===== config.mk =====
export PLATFORM = sky130hd
export DESIGN_NAME = vds_mac
export DESIGN_NICKNAME = d
export VERILOG_FILES = /design/src/vds_pkg.sv /design/src/vds_mac.sv
export SDC_FILE = /design/constraint.sdc
export NUM_CORES = 2
export LEC_CHECK = 0
export ABC_AREA = 1
export BUFFER_PORTS_ARGS = -buffer_cell sky130_fd_sc_hd__buf_2
export CAP_MARGIN = 20
export CORE_MARGIN = 2
export CORE_UTILIZATION = 57
export CTS_CLUSTER_SIZE = 25
export DETAILED_ROUTE_END_ITERATION = 12
export PLACE_DENSITY = 0.7
export RECOVER_POWER = 50
export SYNTH_ARGS = -nofsm -noshare
export SYNTH_HDL_FRONTEND = slang
export SYNTH_SLANG_ARGS = --single-unit

===== constraint.sdc =====
create_clock -name aclk -period 12 [get_ports aclk]
set_input_delay 1.2 -clock aclk [delete_from_list [all_inputs] [get_ports aclk]]
set_output_delay 1.2 -clock aclk [all_outputs]
set_load 0.01 [all_outputs]

===== src/vds_pkg.sv =====
// Shared types and constants for the volume divergence stencil.
// No dependencies; every other file in src except vds_ram refers to it by scoped names.
package vds_pkg;

    localparam int SAMPLE_W    = 16;
    localparam int DIM_W       = 7;
    localparam int DEPTH_W     = 16;
    localparam int COMP_W      = 2;
    localparam int SCALE_W     = 16;
    localparam int DIFF_W      = SAMPLE_W + 1;
    localparam int PROD_W      = DIFF_W + SCALE_W + 1;
    localparam int DIV_W       = 36;
    localparam int TDATA_IN_W  = 48;
    localparam int TDATA_OUT_W = 40;
    localparam int CFG_IDX_W   = 3;
    localparam int CFG_DATA_W  = 16;

    // tuser code of an input beat
    localparam logic KIND_FLUSH = 1'b1;

    typedef enum logic [CFG_IDX_W-1:0] {
        REG_VOL_WIDTH  = 3'd0,
        REG_VOL_HEIGHT = 3'd1,
        REG_VOL_DEPTH  = 3'd2,
        REG_COMP_COUNT = 3'd3,
        REG_SCALE_X    = 3'd4,
        REG_SCALE_Y    = 3'd5,
        REG_SCALE_Z    = 3'd6
    } reg_idx_t;

    localparam logic [DIM_W-1:0]   RST_VOL_WIDTH  = 7'd64;
    localparam logic [DIM_W-1:0]   RST_VOL_HEIGHT = 7'd64;
    localparam logic [DEPTH_W-1:0] RST_VOL_DEPTH  = 16'd64;
    localparam logic [COMP_W-1:0]  RST_COMP_COUNT = 2'd3;
    localparam logic [SCALE_W-1:0] RST_SCALE      = 16'd2048;

    // one history slot: voxel flag and the three components
    typedef struct packed {
        logic                       voxel;
        logic signed [SAMPLE_W-1:0] x;
        logic signed [SAMPLE_W-1:0] y;
        logic signed [SAMPLE_W-1:0] z;
    } vox_t;

    // effective geometry after clamping
    typedef struct packed {
        logic [DIM_W-1:0]   w;
        logic [DIM_W-1:0]   h;
        logic [DEPTH_W-1:0] d;
        logic [COMP_W-1:0]  comps;
    } geom_t;

    typedef struct packed {
        logic [SCALE_W-1:0] x;
        logic [SCALE_W-1:0] y;
        logic [SCALE_W-1:0] z;
    } scale_t;

    // beat in flight toward the history reads
    typedef struct packed {
        logic valid;
        logic fire_ok;
    } pend_t;

    // result in flight toward the output
    typedef struct packed {
        logic valid;
        logic last;
    } res_ctl_t;

    typedef struct packed {
        logic signed [DIFF_W-1:0] x;
        logic signed [DIFF_W-1:0] y;
        logic signed [DIFF_W-1:0] z;
    } diff_t;

    typedef struct packed {
        logic                    last;
        logic signed [DIV_W-1:0] div;
    } result_t;

endpackage


===== src/vds_mac.sv =====
// Per-axis scale multiplies, registered, and the final three-way sum.
// Depends on vds_pkg.
module vds_mac (
    input  logic              aclk,
    input  logic              aresetn,
    input  logic              en,
    input  vds_pkg::res_ctl_t ctl_in,
    input  vds_pkg::diff_t    diff_in,
    input  vds_pkg::scale_t   scale,
    output logic              res_valid,
    output vds_pkg::result_t  res
);

    vds_pkg::res_ctl_t                 ctl_reg;
    logic signed [vds_pkg::PROD_W-1:0] prod_x_reg, prod_y_reg, prod_z_reg;

    always_ff @(posedge aclk) begin
        if (!aresetn) begin
            ctl_reg.valid <= 1'b0;
        end else if (en) begin
            ctl_reg.valid <= ctl_in.valid;
        end
    end

    always_ff @(posedge aclk) begin
        if (en) begin
            ctl_reg.last <= ctl_in.last;
            prod_x_reg   <= diff_in.x * $signed({1'b0, scale.x});
            prod_y_reg   <= diff_in.y * $signed({1'b0, scale.y});
            prod_z_reg   <= diff_in.z * $signed({1'b0, scale.z});
        end
    end

    assign res_valid = ctl_reg.valid;
    assign res.last  = ctl_reg.last;
    assign res.div   = vds_pkg::DIV_W'(prod_x_reg) + vds_pkg::DIV_W'(prod_y_reg)
                     + vds_pkg::DIV_W'(prod_z_reg);

endmodule


==> results.py <==
metrics = {
    "detailed_routing": {
        "ant_nets": 0,
        "via_count": 31400,
        "viasPerCell": 5.06,
        "dr.pass1.iters": 5,
        "drc": 0,
        "drtIter0Drc": 2232,
        "wl_per_cell_um": 15.5,
        "wirelength_um": 96000,
    },
    "grt": {
        "grt_use_total_pct": 28.0,
        "grt_pass1_vias": 32800,
        "grt_util_met2_pct": 45.8,
        "busiest_layer": "met2",
        "grt_pass1_wl_um": 165000,
        "grt_antenna_before_repair": 0,
        "grt-ovfl-total": 0,
        "grt_max_degree": 79,
        "use_met3_pct": 3.20,
        "use_met1_pct": 40.9,
    },
    "clocking": {
        "clkTransAtPathRegs_ns": 0.08,
        "worstSkewPairLatency_ns": 0.36,
        "cts_buffers": 9,
        "cts_htree_levels": 3,
        "cts_tree": "built",
        "cts_setup_buffers": 0,
        "cts_resized": 0,
        "clock_path_buffers": 2,
        "cts_hold_buf": 0,
        "cts_num_sinks": 104,
        "cts_root_buf": "clkbuf_16",
    },
    "synth": {
        "synth_async_sr_flop_share_pct": 0,
        "seq_area_frac_synth_pct": 7.69,
        "synth_cell_type_count": 35,
        "synth_area_um2": 40500,
        "synth.avg_cell_area_um2": 7.64,
        "synthFlopType": "edfxtp_1",
        "synth_warnings": 0,
        "ys_ff_latch": 104,
        "syn_nets": 6571,
        "synth_edf_count": 103,
        "synth_cells": 5300,
    },
    "hold_path": {
        "hold-path-cell-count": 2,
        "hp-class": "reg2reg",
        "min_from": "res_valid",
        "holdPathEnd": "res_valid",
    },
    "outcome": {
        "violations": "max-capacitance violations, max-slew violations",
        "status": "finished with violations",
    },
    "worst_setup_path": {
        "max_stage_delay_ns": 0.78,
        "crit_required_ns": 12.13,
        "reg2reg_from": "res_valid",
        "r2r_slack_ns": 11.31,
        "cp-end-kind": "flip-flop",
        "cp-start-kind": "input port",
        "cpMostUsedCell": "fa_1",
        "r2r-end": "res_valid",
        "cp_data_arrival_time_ns": 6.77,
        "cp_slowest_cell": "fa_1",
        "path_class": "in2reg",
        "path_cells": "buf_2, nand2_1, fa_1, fa_1, inv_1, fa_1, fa_1, fa_1, inv_1, fa_1, inv_1, ha_1, nand2_1, nor2_1, nand2_1, nor4_1, nand2_1, nand4_1, nand2_1",
        "cp_max_fo": 17,
        "r2r_cells": 2,
    },
    "floorplanning": {
        "coreArea_um2": 70100,
        "die-area_um2": 73200,
        "die_w_um": 271,
        "die_h_um": 271,
        "io_pins": 142,
        "initial_utilization_pct": 57.7,
        "placementRows": 97,
    },
    "place": {
        "dp.cells": 6184,
        "numPortBuffers": 141,
        "dp_slack_ns": 5.03,
        "post-dp-hpwl_um": 84500,
        "place.gp.congestion": 0.968,
    },
    "timing": {
        "worst_pin_slew_ns": 4.31,
        "rsz0062_at_grt": "no",
        "fin_crit_ns": 6.64,
        "max_freq_ghz": 0.151,
        "worst_slack_ns": 5.36,
        "min_period_over_period_pct": 55.3,
        "clock_skew_ns": 0,
        "drv_slew": 108,
        "finalSetupViolCount": 0,
        "hold_viol": 0,
        "tns_ns": 0,
        "relSlewSlack_pct": -187,
    },
    "finish": {
        "nets": 6526,
        "fin_util_pct": 59.8,
        "area_growth_pct": 3.56,
        "drive_gt1_share_pct": 3.14,
        "antennaDiodeCount": 0,
        "final_cells": 6200,
    },
    "run": {
        "cap_violations": 2,
    },
}
-- cell families after synthesis --
kind of cell,synth area share (%)
DFF,7.69
buffers and inverters,17.4
and+or+nand+nor,18.0
AOI/OAI and AO/OA,3.08
adders and majority gates,52.2
xor gates and xnor gates,1.58
-- metal layers --
layer  up-vias  share of wire [%]
met5         -                  0
met4         0                1.7
met3       111                6.9
met2       978                 47
met1     15400                 45
li1      14900                  -
-- Yosys cell counts (3+ instances only) --
cell type	n	area share, %
nand3b_1	3	0.056
edfxtp_1	103	7.6
xnor2_1	16	0.35
xor2_1	57	1.2
o21bai_1	20	0.37
clkbuf_1	194	1.8
buf_1	4	0.037
nand3_1	112	1.4
nand2_2	5	0.077
nor4_1	3	0.046
o21ai_0	68	0.84
nor2_1	192	1.8
a21o_1	3	0.056
nand2_1	1450	13
ha_1	295	9.1
nand4_1	36	0.56
a21oi_1	131	1.6
fa_1	872	43
o21ai_1	3	0.037
nor3_1	28	0.35
inv_1	1682	16
nand3_2	3	0.074
-- cell type report --
cell class	count	area, µm²
Timing Repair Buffer	142	698
Tap cell	940	1180
Inverter	1682	6310
Clock inverter	7	86.3
Multi-Input combinational cell	3316	30300
Clock buffer	9	225
Sequential cell	104	3110
Fill cell	6598	28200
-- worst max path at each step --
stage / to / slack (ns) / depth (start not counted) / from
floorplan: prod_z_reg[33] / 5.45 / 20 / diff_in[16]
global placement: prod_x_reg[26] / 5.07 / 19 / scale[34]
detailed placement: prod_y_reg[27] / 5.03 / 19 / scale[18]
CTS: prod_y_reg[29] / 5.41 / 19 / scale[18]
global route: prod_y_reg[27] / 5.03 / 19 / scale[18]
finish: prod_y_reg[29] / 5.36 / 19 / scale[18]
-- stage by stage --
stage               hold slack, ns  instance area [µm²]
floorplan                    0.555                40500
global placement             0.527                41600
detailed placement           0.531                41600
CTS                          0.541                41900
global route                 0.560                41900
finish                       0.536                41900
-- layout by cell type (no fill, tap or decap), types with 3 or more instances in the layout --
cell type | Yosys | final
clkinv_8 | 0 | 3
nand3_1 | 112 | 112
inv_1 | 1682 | 1682
edfxtp_1 | 103 | 103
a21o_1 | 3 | 3
buf_2 | 0 | 132
clkbuf_1 | 194 | 10
xnor2_1 | 16 | 16
nand2_1 | 1450 | 1450
fa_1 | 872 | 872
ha_1 | 295 | 295
xor2_1 | 57 | 57
nand2_2 | 5 | 5
nand4_1 | 36 | 36
a21oi_1 | 131 | 131
o21ai_0 | 68 | 68
o21bai_1 | 20 | 20
nor2_1 | 192 | 192
nand3_2 | 3 | 3
o21ai_1 | 3 | 3
nand3b_1 | 3 | 3
nor4_1 | 3 | 3
nor3_1 | 28 | 28
clkbuf_16 | 0 | 9
-- worst max-delay path: cells and delay by family --
kind                       cells  cell delay (ns)
adders and majority gates      7             3.64
buffers and inverters          4             0.70
and+or+nand+nor                8             1.23
Power is not shown: default switching activity piles up to over one toggle a cycle in this logic, so the estimate is an artifact.
