$ cat config.mk
export PLATFORM = sky130hd
export DESIGN_NAME = vds_addr
export DESIGN_NICKNAME = d
export VERILOG_FILES = /design/src/vds_pkg.sv /design/src/vds_addr.sv
export SDC_FILE = /design/constraint.sdc
export NUM_CORES = 1
export LEC_CHECK = 0
export BUFFER_PORTS_ARGS = -buffer_cell sky130_fd_sc_hd__buf_2
export CAP_MARGIN = 20
export CORE_MARGIN = 5
export CORE_UTILIZATION = 55
export DETAILED_ROUTE_END_ITERATION = 6
export PLACE_DENSITY = 0.82
export SETUP_SLACK_MARGIN = 0.4
export SYNTH_ARGS = -nofsm -noshare
export SYNTH_HDL_FRONTEND = slang
export SYNTH_SLANG_ARGS = --single-unit
$ cat constraint.sdc
create_clock -name aclk -period 13.83 [get_ports aclk]
set_input_delay 1.383 -clock aclk [delete_from_list [all_inputs] [get_ports aclk]]
set_output_delay 1.383 -clock aclk [all_outputs]
set_load 0.1 [all_outputs]
$ cat src/vds_pkg.sv
// Shared types and constants for the volume divergence stencil.
// No dependencies; every other file in src except vds_ram refers to it by scoped names.
package vds_pkg;

    localparam int SAMPLE_W    = 16;
    localparam int DIM_W       = 7;
    localparam int DEPTH_W     = 16;
    localparam int COMP_W      = 2;
    localparam int SCALE_W     = 16;
    localparam int DIFF_W      = SAMPLE_W + 1;
    localparam int PROD_W      = DIFF_W + SCALE_W + 1;
    localparam int DIV_W       = 36;
    localparam int TDATA_IN_W  = 48;
    localparam int TDATA_OUT_W = 40;
    localparam int CFG_IDX_W   = 3;
    localparam int CFG_DATA_W  = 16;

    // tuser code of an input beat
    localparam logic KIND_FLUSH = 1'b1;

    typedef enum logic [CFG_IDX_W-1:0] {
        REG_VOL_WIDTH  = 3'd0,
        REG_VOL_HEIGHT = 3'd1,
        REG_VOL_DEPTH  = 3'd2,
        REG_COMP_COUNT = 3'd3,
        REG_SCALE_X    = 3'd4,
        REG_SCALE_Y    = 3'd5,
        REG_SCALE_Z    = 3'd6
    } reg_idx_t;

    localparam logic [DIM_W-1:0]   RST_VOL_WIDTH  = 7'd64;
    localparam logic [DIM_W-1:0]   RST_VOL_HEIGHT = 7'd64;
    localparam logic [DEPTH_W-1:0] RST_VOL_DEPTH  = 16'd64;
    localparam logic [COMP_W-1:0]  RST_COMP_COUNT = 2'd3;
    localparam logic [SCALE_W-1:0] RST_SCALE      = 16'd2048;

    // one history slot: voxel flag and the three components
    typedef struct packed {
        logic                       voxel;
        logic signed [SAMPLE_W-1:0] x;
        logic signed [SAMPLE_W-1:0] y;
        logic signed [SAMPLE_W-1:0] z;
    } vox_t;

    // effective geometry after clamping
    typedef struct packed {
        logic [DIM_W-1:0]   w;
        logic [DIM_W-1:0]   h;
        logic [DEPTH_W-1:0] d;
        logic [COMP_W-1:0]  comps;
    } geom_t;

    typedef struct packed {
        logic [SCALE_W-1:0] x;
        logic [SCALE_W-1:0] y;
        logic [SCALE_W-1:0] z;
    } scale_t;

    // beat in flight toward the history reads
    typedef struct packed {
        logic valid;
        logic fire_ok;
    } pend_t;

    // result in flight toward the output
    typedef struct packed {
        logic valid;
        logic last;
    } res_ctl_t;

    typedef struct packed {
        logic signed [DIFF_W-1:0] x;
        logic signed [DIFF_W-1:0] y;
        logic signed [DIFF_W-1:0] z;
    } diff_t;

    typedef struct packed {
        logic                    last;
        logic signed [DIV_W-1:0] div;
    } result_t;

endpackage

$ cat src/vds_addr.sv
// Input register, history write pointer, fill count and neighbor address generation.
// Depends on vds_pkg.
module vds_addr #(
    parameter int HIST_DEPTH = 8258,
    parameter int CNT_CAP    = 4162
) (
    input  logic                                  aclk,
    input  logic                                  aresetn,
    input  logic                                  en,
    input  logic                                  in_valid,
    input  logic                                  in_kind,
    input  logic signed [vds_pkg::SAMPLE_W-1:0]   in_x,
    input  logic signed [vds_pkg::SAMPLE_W-1:0]   in_y,
    input  logic signed [vds_pkg::SAMPLE_W-1:0]   in_z,
    input  vds_pkg::geom_t                        geom,
    output vds_pkg::pend_t                        pend,
    output vds_pkg::vox_t                         wr_vox,
    output logic [$clog2(HIST_DEPTH)-1:0]         waddr,
    output logic [$clog2(HIST_DEPTH)-1:0]         ra_ctr,
    output logic [$clog2(HIST_DEPTH)-1:0]         ra_nx,
    output logic [$clog2(HIST_DEPTH)-1:0]         ra_ny,
    output logic [$clog2(HIST_DEPTH)-1:0]         ra_py,
    output logic [$clog2(HIST_DEPTH)-1:0]         ra_nz,
    output logic [$clog2(HIST_DEPTH)-1:0]         ra_pz
);

    localparam int ADDR_W = $clog2(HIST_DEPTH);

    logic                              v1_reg;
    vds_pkg::vox_t                     vox1_reg;
    logic [2*vds_pkg::DIM_W-1:0]       wh_full;
    logic [ADDR_W-1:0]                 wh_reg;
    logic [ADDR_W-1:0]                 w_a;
    logic [ADDR_W-1:0]                 k_ctr, k_nx, k_ny, k_py, k_nz, k_pz;
    logic [ADDR_W-1:0]                 wptr_reg, wptr_next;
    logic [ADDR_W-1:0]                 cnt_reg, cnt_next, cnt_inc;
    logic                              fire_ok;
    vds_pkg::pend_t                    pend_reg;
    vds_pkg::vox_t                     vox2_reg;
    logic [ADDR_W-1:0]                 waddr_reg;
    logic [ADDR_W-1:0]                 ra_ctr_reg, ra_nx_reg, ra_ny_reg;
    logic [ADDR_W-1:0]                 ra_py_reg, ra_nz_reg, ra_pz_reg;

    // slot k beats behind p on the ring
    function automatic logic [ADDR_W-1:0] ring_back(input logic [ADDR_W-1:0] p,
                                                    input logic [ADDR_W-1:0] k);
        logic [ADDR_W-1:0] r;
        r = p - k;
        if (p < k) begin
            r = r + ADDR_W'(HIST_DEPTH);
        end
        return r;
    endfunction

    assign wh_full = geom.w * geom.h;
    assign w_a     = ADDR_W'(geom.w);

    // distances from the newest slot to each tap
    assign k_nz  = w_a + ADDR_W'(1);
    assign k_ny  = wh_reg + ADDR_W'(1);
    assign k_nx  = wh_reg + w_a;
    assign k_ctr = wh_reg + w_a + ADDR_W'(1);
    assign k_py  = wh_reg + (w_a << 1) + ADDR_W'(1);
    assign k_pz  = (wh_reg << 1) + w_a + ADDR_W'(1);

    assign cnt_inc = (cnt_reg == ADDR_W'(CNT_CAP)) ? cnt_reg : cnt_reg + 1'b1;
    assign fire_ok = cnt_inc > k_ctr;

    always_comb begin
        wptr_next = wptr_reg;
        cnt_next  = cnt_reg;
        if (en && v1_reg) begin
            wptr_next = (wptr_reg == ADDR_W'(HIST_DEPTH - 1)) ? '0 : wptr_reg + 1'b1;
            cnt_next  = cnt_inc;
        end
    end

    always_ff @(posedge aclk) begin
        if (!aresetn) begin
            v1_reg         <= 1'b0;
            pend_reg.valid <= 1'b0;
            wptr_reg       <= '0;
            cnt_reg        <= '0;
        end else begin
            wptr_reg <= wptr_next;
            cnt_reg  <= cnt_next;
            if (en) begin
                v1_reg         <= in_valid;
                pend_reg.valid <= v1_reg;
            end
        end
    end

    always_ff @(posedge aclk) begin
        wh_reg <= ADDR_W'(wh_full);
        if (en) begin
            // a flush tick occupies a slot as an all-zero non-voxel
            vox1_reg.voxel <= (in_kind != vds_pkg::KIND_FLUSH);
            vox1_reg.x     <= (in_kind == vds_pkg::KIND_FLUSH) ? '0 : in_x;
            vox1_reg.y     <= (in_kind == vds_pkg::KIND_FLUSH) ? '0 : in_y;
            vox1_reg.z     <= (in_kind == vds_pkg::KIND_FLUSH) ? '0 : in_z;
            pend_reg.fire_ok <= fire_ok;
            vox2_reg         <= vox1_reg;
            waddr_reg        <= wptr_reg;
            ra_ctr_reg       <= ring_back(wptr_reg, k_ctr);
            ra_nx_reg        <= ring_back(wptr_reg, k_nx);
            ra_ny_reg        <= ring_back(wptr_reg, k_ny);
            ra_py_reg        <= ring_back(wptr_reg, k_py);
            ra_nz_reg        <= ring_back(wptr_reg, k_nz);
            ra_pz_reg        <= ring_back(wptr_reg, k_pz);
        end
    end

    assign pend   = pend_reg;
    assign wr_vox = vox2_reg;
    assign waddr  = waddr_reg;
    assign ra_ctr = ra_ctr_reg;
    assign ra_nx  = ra_nx_reg;
    assign ra_ny  = ra_ny_reg;
    assign ra_py  = ra_py_reg;
    assign ra_nz  = ra_nz_reg;
    assign ra_pz  = ra_pz_reg;

endmodule

==> metrics <==
GRT Total Usage 22.3%; DPL Wire Length 28.8 mm; residual DRC count 0; pre-CTS setup slack 7.43 ns; gr busiest metal met2; Synth warnings 0; P&R area growth vs syn 14.2%; die height 183 µm; Yosys top cell area share 35.6%; number of fill cells in the layout 2,336; Slew Limit Fails 0; CTS tree built; most frequent cell after synthesis edfxtp_1; Mean Syn Cell Area between 10 and 15 µm²; Worst-Skew Late Latency roughly 0.54 ns; worst-case clock buffer depth 3; Worst-path clk slew 0.06 ns; met2 Resource Use GR 38.8%; register area share after synthesis 40.9%; MaxCap Viol Count 0; Setup Fix Bufs, Post-CTS 0; Overall Power 4.09 mW; Comb pwr share a little under three fifths; top fanout value on the critical path 15; io pins 234; crit path kind input port to flip-flop; Yosys top cell by area edfxtp_1; Fmax achieved 169 MHz; # hold bufs at CTS 0; H-tree Lvls 1; Leak 8.11 nW; clock share of power approximately 17%; GP Congestion ~0.9; met3 Use GR ~3.7%; Clock Sinks ~240; number of port buffers 215; Synth top cells by count edfxtp_1, ha_1, xnor2_1, nor2_1, nand2_1; Die Wd 183 µm; CTS buffer count 27; ys async rst share 0%; TritonRoute pass-1 iters 5; Internal roughly 2.1 mW; switching part of the total 49.2%; Slowest-stage cell, CP o21ai_0; setup violators final 0; DIE AREA about 0.033 mm²; Hold Vio Cnt, Final 0; syn nets 1,851; Primary FF master, synth edfxtp_1; worst relative slew slack 38.8%; CTS-repair resized insts 0; largest net degree at the start of global routing 91; Crit path required time about 14 ns; Slowest Stage Delay on Critical Path 0.50 ns; worst hold path type flip-flop to flip-flop; Cell variety after synth slightly below 90; share of cells above drive strength 1 between 15 and 20%; Critical Path End Type flip-flop; RSZ-0062 raised after global routing false; total global routing overflow 0; NetSw 2.01 mW; diode count 0; starting DRC count in detailed routing 820; Syn Std Cell Area ~0.016 mm²; setup skew after layout 0.0266 ns; CP Cell Sequence buf_2, ha_1, inv_1, fa_1, xnor2_1, inv_1, nor3_1, nand3_1, xnor2_1, ha_1, or2_2, a21oi_1, a31o_2, o21ai_0, o21ai_0, mux2i_1, o211ai_2, nand3_1, nor4bb_1, a31oi_1, xnor2_1; number of synthesized flops with an enable pin between 150 and 200; global-route wire length before repair about 62 mm; Routed Antenna Nets 0; routed wire length just under 40 mm; power per cell area 217 mW/mm²; Critical Path Source Type input port; initial antenna violation count 0; Layout Nets 2,070; final worst slack 7.90 ns; Core ar. 0.0296 mm²; M1 GR Usage 28.4%; Tightest Pin Transition 0.918 ns; Max VDD drop 0.174 mV; Tcrit/Tclk final 42.9%; via/cell ratio 5.62; WL per Instance between 15 and 20 µm; Seq cells post-synth 239; Top cell by count, worst path xnor2_1; status complete, no violations; Post-Synthesis Cells 1,583; Starting Density 55.7%; Root Driver clkbuf_16; Seq pwr share 26.2%; Critical Path AT approximately 6.2 ns; vias in the first global route 12,500; # rows 63; setup_tns 0 ns; Final Critical Period 5.93 ns; largest cells by area after synthesis edfxtp_1, ha_1, xnor2_1, dfxtp_1, xor2_1; vias 12,400
-- worst max-delay path: cells and delay by family --
kind            cells  cell delay, ns
compound gates      6            1.29
simple gates        5            1.06
fa+ha+maj           3            0.92
xor+xnor            3            0.80
buf+inv             3            0.51
mux                 1            0.21
-- metal layers --
metal	routed length [µm]	share of wire (%)	vias up
met5	0	0	-
met4	1280	3.3	0
met3	2920	7.6	93
met2	18200	47	465
met1	16200	42	5871
li1	-	-	5996
-- kinds of logic (layout without fill, tap and decap cells) --
group                      count (synthesis)  after routing  synth area share (%)
xor gates and xnor gates                 230            230                  12.6
muxes                                     13             13                 0.837
AOI/OAI and AO/OA                        239            239                  10.0
buffers and inverters                    148            387                  3.48
DFF                                      239            239                  40.9
adders and majority gates                185            185                  15.6
and+or+nand+nor                          529            529                  16.5
-- metrics by stage --
step / cell area (µm²) / util, % / instances / hold WS [ns]
after global routing: 18800 / 63.6 / 2212 / 0.423
after global placement: 17900 / 60.7 / 2163 / 0.401
final: 18800 / 63.6 / 2212 / 0.403
after CTS: 18800 / 63.6 / 2212 / 0.412
after detailed placement: 17900 / 60.7 / 2163 / 0.405
after floorplan: 16500 / - / 1583 / 0.400
-- power groups by stage --
stage / Clock, mW / Sequential (mW) / Combinational [mW]
after floorplan: 0 / 1.81 / 1.20
after global placement: 0 / 1.08 / 2.28
after detailed placement: 0 / 1.09 / 2.32
after CTS: 0.692 / 1.07 / 2.34
after global routing: 0.725 / 1.09 / 2.52
final: 0.675 / 1.07 / 2.34
-- worst paths after layout --
path / startpoint / end / slack (ns) / cells after the start
max: geom[25] / ra_ctr[13] / 7.90 / 21
min: vox1_reg[24] / wr_vox[24] / 0.40 / 0
max reg2reg: wh_reg[0] / ra_ctr[13] / 8.38 / 20
min reg2reg: vox1_reg[24] / wr_vox[24] / 0.40 / 0
-- layout make-up --
cell class | count | area, µm² | share of cell area (%)
repair buffers | 224 | 1150 | 6.13
clock inverters | 18 | 154 | 0.819
clock buffers | 31 | 691 | 3.68
inverters | 114 | 428 | 2.28
well taps | 390 | 488 | 2.60
flip-flops and latches | 239 | 6740 | 35.8
multi-input cells | 1196 | 9140 | 48.7
-- cells in the final DEF, fill, tap and decap left out, drive strengths merged, types with 33 or more instances in the layout --
cell    count
a21oi      52
and2       40
buf       223
dfxtp      44
edfxtp    195
fa         33
ha        150
inv       116
nand2     115
nand3      46
nor2      125
nor2b      70
nor3       45
o21ai      54
xnor2     144
xor2       84
No activity file was read; power rests on OpenSTA's default activity.
