[src/vds_pkg.sv]
// Shared types and constants for the volume divergence stencil.
// No dependencies; every other file in src except vds_ram refers to it by scoped names.
package vds_pkg;

    localparam int SAMPLE_W    = 16;
    localparam int DIM_W       = 7;
    localparam int DEPTH_W     = 16;
    localparam int COMP_W      = 2;
    localparam int SCALE_W     = 16;
    localparam int DIFF_W      = SAMPLE_W + 1;
    localparam int PROD_W      = DIFF_W + SCALE_W + 1;
    localparam int DIV_W       = 36;
    localparam int TDATA_IN_W  = 48;
    localparam int TDATA_OUT_W = 40;
    localparam int CFG_IDX_W   = 3;
    localparam int CFG_DATA_W  = 16;

    // tuser code of an input beat
    localparam logic KIND_FLUSH = 1'b1;

    typedef enum logic [CFG_IDX_W-1:0] {
        REG_VOL_WIDTH  = 3'd0,
        REG_VOL_HEIGHT = 3'd1,
        REG_VOL_DEPTH  = 3'd2,
        REG_COMP_COUNT = 3'd3,
        REG_SCALE_X    = 3'd4,
        REG_SCALE_Y    = 3'd5,
        REG_SCALE_Z    = 3'd6
    } reg_idx_t;

    localparam logic [DIM_W-1:0]   RST_VOL_WIDTH  = 7'd64;
    localparam logic [DIM_W-1:0]   RST_VOL_HEIGHT = 7'd64;
    localparam logic [DEPTH_W-1:0] RST_VOL_DEPTH  = 16'd64;
    localparam logic [COMP_W-1:0]  RST_COMP_COUNT = 2'd3;
    localparam logic [SCALE_W-1:0] RST_SCALE      = 16'd2048;

    // one history slot: voxel flag and the three components
    typedef struct packed {
        logic                       voxel;
        logic signed [SAMPLE_W-1:0] x;
        logic signed [SAMPLE_W-1:0] y;
        logic signed [SAMPLE_W-1:0] z;
    } vox_t;

    // effective geometry after clamping
    typedef struct packed {
        logic [DIM_W-1:0]   w;
        logic [DIM_W-1:0]   h;
        logic [DEPTH_W-1:0] d;
        logic [COMP_W-1:0]  comps;
    } geom_t;

    typedef struct packed {
        logic [SCALE_W-1:0] x;
        logic [SCALE_W-1:0] y;
        logic [SCALE_W-1:0] z;
    } scale_t;

    // beat in flight toward the history reads
    typedef struct packed {
        logic valid;
        logic fire_ok;
    } pend_t;

    // result in flight toward the output
    typedef struct packed {
        logic valid;
        logic last;
    } res_ctl_t;

    typedef struct packed {
        logic signed [DIFF_W-1:0] x;
        logic signed [DIFF_W-1:0] y;
        logic signed [DIFF_W-1:0] z;
    } diff_t;

    typedef struct packed {
        logic                    last;
        logic signed [DIV_W-1:0] div;
    } result_t;

endpackage

[src/vds_diff.sv]
// Edge handling, output voxel coordinates and per-axis central differences.
// Depends on vds_pkg.
module vds_diff (
    input  logic                                aclk,
    input  logic                                aresetn,
    input  logic                                en,
    input  vds_pkg::pend_t                      pend_in,
    input  vds_pkg::vox_t                       q_ctr,
    input  vds_pkg::vox_t                       q_nx,
    input  logic signed [vds_pkg::SAMPLE_W-1:0] q_ny,
    input  logic signed [vds_pkg::SAMPLE_W-1:0] q_py,
    input  logic signed [vds_pkg::SAMPLE_W-1:0] q_nz,
    input  logic signed [vds_pkg::SAMPLE_W-1:0] q_pz,
    input  vds_pkg::geom_t                      geom,
    output vds_pkg::res_ctl_t                   ctl_out,
    output vds_pkg::diff_t                      diff_out
);

    vds_pkg::pend_t                      pend_reg;
    logic signed [vds_pkg::SAMPLE_W-1:0] prvx_reg;
    logic [vds_pkg::DIM_W-1:0]           col_reg, col_next;
    logic [vds_pkg::DIM_W-1:0]           row_reg, row_next;
    logic [vds_pkg::DEPTH_W-1:0]         plane_reg, plane_next;
    logic                                fire;
    logic                                col_end, row_end, plane_end;
    logic signed [vds_pkg::SAMPLE_W-1:0] x_prev, x_next, y_prev, y_next, z_prev, z_next;
    vds_pkg::diff_t                      diff;
    vds_pkg::res_ctl_t                   ctl_reg;
    vds_pkg::diff_t                      diff_reg;

    assign fire      = pend_reg.valid && pend_reg.fire_ok && q_ctr.voxel;
    assign col_end   = col_reg >= geom.w - 1'b1;
    assign row_end   = row_reg >= geom.h - 1'b1;
    assign plane_end = plane_reg >= geom.d - 1'b1;

    // the center stands in for a neighbor outside the volume
    assign x_prev = (col_reg == '0)   ? q_ctr.x : prvx_reg;
    assign x_next = col_end           ? q_ctr.x : q_nx.x;
    assign y_prev = (row_reg == '0)   ? q_ctr.y : q_py;
    assign y_next = row_end           ? q_ctr.y : q_ny;
    assign z_prev = (plane_reg == '0) ? q_ctr.z : q_pz;
    assign z_next = plane_end         ? q_ctr.z : q_nz;

    always_comb begin
        diff.x = {x_next[vds_pkg::SAMPLE_W-1], x_next} - {x_prev[vds_pkg::SAMPLE_W-1], x_prev};
        diff.y = {y_next[vds_pkg::SAMPLE_W-1], y_next} - {y_prev[vds_pkg::SAMPLE_W-1], y_prev};
        diff.z = {z_next[vds_pkg::SAMPLE_W-1], z_next} - {z_prev[vds_pkg::SAMPLE_W-1], z_prev};
        // drop axes beyond the component count
        if (geom.comps == 2'd0) begin
            diff.x = '0;
        end
        if (geom.comps < 2'd2) begin
            diff.y = '0;
        end
        if (geom.comps != 2'd3) begin
            diff.z = '0;
        end
    end

    always_comb begin
        col_next   = col_reg;
        row_next   = row_reg;
        plane_next = plane_reg;
        if (en && fire) begin
            if (col_end) begin
                col_next = '0;
                if (row_end) begin
                    row_next   = '0;
                    plane_next = plane_end ? '0 : plane_reg + 1'b1;
                end else begin
                    row_next = row_reg + 1'b1;
                end
            end else begin
                col_next = col_reg + 1'b1;
            end
        end
    end

    always_ff @(posedge aclk) begin
        if (!aresetn) begin
            pend_reg.valid <= 1'b0;
            ctl_reg.valid  <= 1'b0;
            col_reg        <= '0;
            row_reg        <= '0;
            plane_reg      <= '0;
        end else begin
            col_reg   <= col_next;
            row_reg   <= row_next;
            plane_reg <= plane_next;
            if (en) begin
                pend_reg.valid <= pend_in.valid;
                ctl_reg.valid  <= fire;
            end
        end
    end

    always_ff @(posedge aclk) begin
        if (en) begin
            pend_reg.fire_ok <= pend_in.fire_ok;
            ctl_reg.last     <= col_end && row_end && plane_end;
            diff_reg         <= diff;
            // this center is the previous x neighbor of the next beat
            if (pend_reg.valid) begin
                prvx_reg <= q_ctr.x;
            end
        end
    end

    assign ctl_out  = ctl_reg;
    assign diff_out = diff_reg;

endmodule

[config.mk]
export PLATFORM = sky130hd
export DESIGN_NAME = vds_diff
export DESIGN_NICKNAME = d
export VERILOG_FILES = /design/src/vds_pkg.sv /design/src/vds_diff.sv
export SDC_FILE = /design/constraint.sdc
export NUM_CORES = 1
export LEC_CHECK = 0
export BUFFER_PORTS_ARGS = -buffer_cell sky130_fd_sc_hd__buf_2
export CAP_MARGIN = 15
export CORE_MARGIN = 2
export CORE_UTILIZATION = 51
export DETAILED_ROUTE_END_ITERATION = 8
export GPL_TIMING_DRIVEN = 0
export PLACE_DENSITY = 0.79
export SLEW_MARGIN = 25
export SYNTH_ARGS = -nofsm -noshare
export SYNTH_HDL_FRONTEND = slang
export SYNTH_SLANG_ARGS = --single-unit
export TNS_END_PERCENT = 5
[constraint.sdc]
create_clock -name aclk -period 7 [get_ports aclk]
set_clock_uncertainty 0.2 [all_clocks]
set_input_delay 1.4 -clock aclk [delete_from_list [all_inputs] [get_ports aclk]]
set_output_delay 1.4 -clock aclk [all_outputs]
set_load 0.05 [all_outputs]
==> results.yml, run 1 <==
timing:
  slew_violations: 0
  finalSetupTns_ps: 0
  fin_crit_ps: 6710
  max_slew_margin: 0.445
  fmax_mhz: 149
  worstMarginPinSlew_ps: 832
  finalSetupViolations: 0
  post-route-period-util: 0.959
  hold_violations: 0
clock_tree:
  hold_buffers: 0
  cts_root_buffer: "clkbuf_16"
  clock_sinks: 101
  insertion_delay_ps: 360
  path_clk_slew_ps: 80
  cts_made_buffers: 9
  clockBufferDepth: 2
  cts_tree: "built"
  cts_max_level: 3
critical_path:
  path_buf_inv: 3
  critPathLaunchType: "primary input"
  cp-end-kind: "flop"
  cp_max_fo: 10
  critPathMaxStageDelay_ps: 560
  required_ps: 7000
  cpMostUsedCell: "ha_1"
  crit_family: "compound AO/OA/AOI/OAI gates"
  worst_path_max_delay_cell: "or4_1"
  cp_cell_sequence: "buf_2, or4_1, or3_1, xor2_1, ha_1, a21oi_1, o21ai_1, o2111ai_1, o21ai_4, a21oi_4, buf_4, mux2i_1, ha_1, inv_1, fa_1, a211o_1, a2111oi_4, o311ai_1, nor3_1, o31ai_1, nand2_1, nor3b_1"
  cp.arrival_ps: 6710
  crit_type: "primary input to flop"
route:
  drtIter0Drc: 411
  via_per_inst: 5.69
  vias: 7722
  avgRoutedWirePerCell_um: 16.0
  drtPass1Iterations: 8
  drt_wl_total_um: 21700
  drc_errors: 0
  drtAntennaViolNets: 0
final_layout:
  final_layout_size_suffix_gt1_frac: 0.245
  largest_reg_flops: 51
  finish.utilization: 0.632
  instances_no_fill: 1358
  final_cell_area_mm2: 0.0101
  syn_to_final_growth_pct: 20.3
  num-nets-final: 1425
yosys:
  yosys.cell_types.count: 63
  synthArstFlopShare: 0
  netlist_area_mm2: 0.00837
  synth_area_leaders: "edfxtp_1 25%, ha_1 13%, dfxtp_1 7.7%"
  synth_edf_count: 69
  yosysTopAreaCellShare: 0.247
  netlist_instances: 904
  synth_warnings: 0
  ys_ff_latch: 101
  avgSynthCellArea_um2: 9.26
  syn_nets: 1193
  ys_seq_area_frac: 0.324
  synth_most_common_cell: "nand2_1"
  synthFlopType: "edfxtp_1"
  netlist_top_cells_count: "93 x nand2_1, 87 x ha_1, 69 x edfxtp_1, 66 x nor2_1, 51 x mux2i_1"
  synth_top_area_cell: "edfxtp_1"
pwr:
  switching_share: 0.340
  pwr-share-clk: 0.288
  vdd_drop_max_mv: 0.114
  power.leakage_nw: 4.28
  switchingPower_mw: 0.577
  power_frac_seq: 0.408
  p_int_mw: 1.12
  pwr-share-comb: 0.303
  power.density_mw_per_mm2: 169
  power_mw: 1.70
place:
  port_buffers: 218
  place_area_mm2: 0.00974
  hpwl_um: 17000
  dp.cells: 1338
  gp_congestion: 0.917
job:
  cap_violations: 0
global_routing:
  grt_pass1_wl_um: 35500
  gr-total-overflow: 0
  track_usage: 0.250
  grt_pass1_vias: 7512
  antenna_found_initial: 1
  grt_max_degree: 57
die:
  die_w_um: 132
  die_y_um: 132
  core_mm2: 0.0159
  start_util: 0.525
  dieArea_mm2: 0.0175
  ios: 252
  placementRows: 46
min_path:
  hp-class: "flop to flop"
status:
  status: "complete, no violations"
-- power groups by stage --
stage	combinational [mW]	clock [mW]	sequential [mW]
after floorplan	0.244	0	0.820
after global placement	0.499	0	0.705
after detailed placement	0.509	0	0.706
after CTS	0.512	0.496	0.693
after global routing	0.563	0.521	0.696
final	0.515	0.490	0.693
-- cells by family (layout without fill, tap and decap cells) --
family,Yosys count,count (layout),synth area share
AND/OR/NAND/NOR,338,338,0.202
multiplexers,83,83,0.104
other,0,1,0
XOR/XNOR,58,58,0.0607
flip-flops,101,101,0.324
buffers and inverters,60,297,0.0284
adder cells (fa/ha/maj),90,90,0.137
AO/OA/AOI/OAI,174,174,0.144
-- worst register-to-register path, delay by kind of cell, from the launching register on --
family | cells | cell delay, ps
flops | 1 | 400
mux | 1 | 220
buf+inv | 3 | 380
compound gates | 9 | 2200
fa+ha+maj | 3 | 960
simple gates | 4 | 680
-- final timing paths --
| kind | from | cells after the start | slack [ps] | endpoint |
|---|---|---|---|---|
| max | geom[8] | 22 | 290 | diff_out[14] |
| min | row_reg[0] | 2 | 280 | row_reg[0] |
| max reg2reg | plane_reg[0] | 20 | 1790 | diff_out[14] |
| min reg2reg | row_reg[0] | 2 | 280 | row_reg[0] |
-- layout make-up --
type	count	area, µm²
plain buffers	33	136
well taps	216	270
multi-input cells	743	5450
clock buffers	10	229
inverters	27	101
fillers	1372	5870
repair buffers	221	1120
clock inverters	6	50.0
diodes	1	2.50
flip-flops and latches	101	2710
-- metrics by stage --
step / hold slack [ps] / worst slack, ps
after floorplan: 249 / 480
final: 279 / 290
after global placement: 258 / -386
after detailed placement: 269 / -476
after CTS: 280 / 56.0
after global routing: 321 / -13.2
-- layout by cell type (no fill, tap or decap), types with 32 or more instances in the layout --
cell type  instances
nor3_1            33
dfxtp_1           32
ha_1              87
edfxtp_1          69
xnor2_1           33
a21oi_1           45
buf_2            218
nand2_1           93
mux2i_1           51
nor2_1            66
-- timing repair --
| action | in CTS | in global routing |
|---|---|---|
| endpoints found under the setup margin | 3 | 3 |
| setup buffers | 2 | 1 |
| pin swaps | 1 | 2 |
| gates resized for setup | 0 | 5 |
-- metal layers --
layer  up-vias  part of all wire  global-route usage
li1       3844                 -                   -
met2       314              0.48               0.426
met3        46             0.069              0.0481
met1      3518              0.42               0.310
met5         -                 0                   0
met4         0             0.028               0.104
No activity file was read; power rests on OpenSTA's default activity.
==> inputs of run 2 (changes only) <==
Settings changed: CORE_MARGIN 2 to 1.5, PLACE_DENSITY 0.79 to 0.88.
==> results.yml, run 2 (synthesized netlist as in run 1, its figures left out) <==
global_routing:
  track_usage: 0.250
  gr-total-overflow: 0
  antenna_found_initial: 0
  grt_pass1_wl_um: 35100
  grt_max_degree: 57
  grt_pass1_vias: 7386
job:
  cap_violations: 0
route:
  drc_errors: 0
  via_per_inst: 5.73
  top_layer_used: "met4"
  met2_wirelength_um: 10500
  vias: 7782
  wl_met1_um: 9350
  drtPass1Iterations: 5
  drtAntennaViolNets: 0
  drt_wl_total_um: 21900
  drtIter0Drc: 495
  wl_met3_um: 1500
  avgRoutedWirePerCell_um: 16.1
critical_path:
  cp.arrival_ps: 6500
  crit_family: "compound AO/OA/AOI/OAI gates"
  reg2reg_from: "plane_reg[0]"
  crit_type: "primary input to flop"
  r2r-end: "diff_out[16]"
  required_ps: 6920
  cp.depth: 21
  cp_cell_sequence: "buf_2, or4_1, or3_1, nor3_1, xnor2_1, ha_1, a21o_1, a21oi_1, o21ai_4, a21oi_4, buf_4, buf_6, mux2_1, ha_1, o21a_1, a2111oi_4, o311ai_1, nor3_1, o31ai_1, nand2_1, a31o_2"
  cp_max_fo: 10
  startpoint: "geom[8]"
  worst_path_max_delay_cell: "or4_1"
  critPathLaunchType: "primary input"
  reg2regPathDepth: 19
  cp-end-kind: "flop"
  critPathMaxStageDelay_ps: 550
  r2r_setup_slack_ps: 1920
  path_buf_inv: 3
  cp-endpoint: "diff_out[16]"
die:
  ios: 252
  start_util: 0.525
  die_y_um: 131
  placementRows: 46
  core_mm2: 0.0159
  dieArea_mm2: 0.0172
  die_w_um: 131
min_path:
  holdPathStages: 2
  hp-class: "flop to flop"
clock_tree:
  clockBufferDepth: 2
  cts_max_level: 3
  cts_root_buffer: "clkbuf_16"
  clock_sinks: 101
  cts_made_buffers: 9
  path_clk_slew_ps: 70
  hold_buffers: 0
  cts_tree: "built"
  insertion_delay_ps: 350
final_layout:
  largest_reg_flops: 51
  syn_to_final_growth_pct: 20.4
  ff_latch_area_mm2: 0.00271
  antenna-diode-count: 0
  finish.utilization: 0.632
  instances_no_fill: 1358
  layout_common_cells: "218 x buf_2, 93 x nand2_1, 87 x ha_1, 69 x edfxtp_1, 66 x nor2_1"
  nFillCells: 1285
  mostFrequentLayoutCell: "buf_2"
  multiInputGateArea_mm2: 0.00545
  final_layout_size_suffix_gt1_frac: 0.245
  num-nets-final: 1426
timing:
  finalSetupTns_ps: 0
  finalSetupViolations: 0
  fin_crit_ps: 6580
  slew_violations: 0
  post-route-period-util: 0.940
  fmax_mhz: 152
  max_slew_margin: 0.439
  worstMarginPinSlew_ps: 841
  hold_violations: 0
  holdWs_ps: 287
  rsz0062_at_grt: "no"
place:
  gp_congestion: 0.902
  port_buffers: 218
  hpwl_um: 17000
  dp.cells: 1338
pwr:
  power_mw: 1.69
  vdd_drop_max_mv: 0.117
  power.density_mw_per_mm2: 167
  power.leakage_nw: 4.29
status:
  status: "complete, no violations"
==> run 2: changes by cell type in the layout (fill, tap and decap cells not counted), sizes merged <==
cell and change:
buf +1, clkinv +1, clkbuf +2, diode -1, clkinvlp -1, inv -2
==> run 2: final cells by class <==
cell class / instances / area share
multi-input cells: 743 / 0.541
well taps: 216 / 0.0268
repair buffers: 222 / 0.111
clock inverters: 4 / 0.00310
clock buffers: 12 / 0.0245
plain buffers: 33 / 0.0139
flip-flops and latches: 101 / 0.269
inverters: 27 / 0.0101
==> run 2: worst min-delay path by stage <==
stage,from,to,slack (ps)
final,row_reg[0],row_reg[0],290
after global routing,pend_reg[1],pend_reg[1],330
after CTS,pend_reg[1],pend_reg[1],290
after detailed placement,row_reg[0],row_reg[0],270
after global placement,row_reg[0],row_reg[0],260
after floorplan,row_reg[0],row_reg[0],250
==> run 2: timing repair <==
action | CTS | global route
setup buffers | 3 | 1
pin swaps | 1 | 2
endpoints found under the setup margin | 1 | 3
gates resized for setup | 0 | 6
==> run 2: worst register-to-register path: stages, from the launching register on <==
cell and delay (ps):
dfxtp_1 410, inv_1 100, ha_1 270, nand2b_1 140, a21o_1 170, a211o_1 310
a211oi_2 280, o21ai_4 140, a21oi_4 200, buf_4 170, buf_6 170, mux2_1 350
ha_1 360, o21a_1 220, a2111oi_4 90, o311ai_1 430, nor3_1 130, o31ai_1 360
nand2_1 120, a31o_2 240
==> run 2: layer usage <==
layer  up-vias  GRT usage
li1       3848          -
met2       330      0.434
met3        42     0.0494
met5         -          0
met1      3562      0.308
met4         0     0.0918
==> run 2: stage by stage <==
step,cell area (µm²),setup WS (ps)
global route,10100,31.4
global placement,9730,-307
CTS,10000,181
finish,10100,419
floorplan,8370,480
detailed placement,9740,-369
==> run 2: where the power goes <==
part           leakage [nW]  total (mW)  switching [mW]  internal, mW
combinational          3.22       0.516           0.327         0.190
clock                 0.138       0.477           0.223         0.254
sequential            0.931       0.694          0.0102         0.683
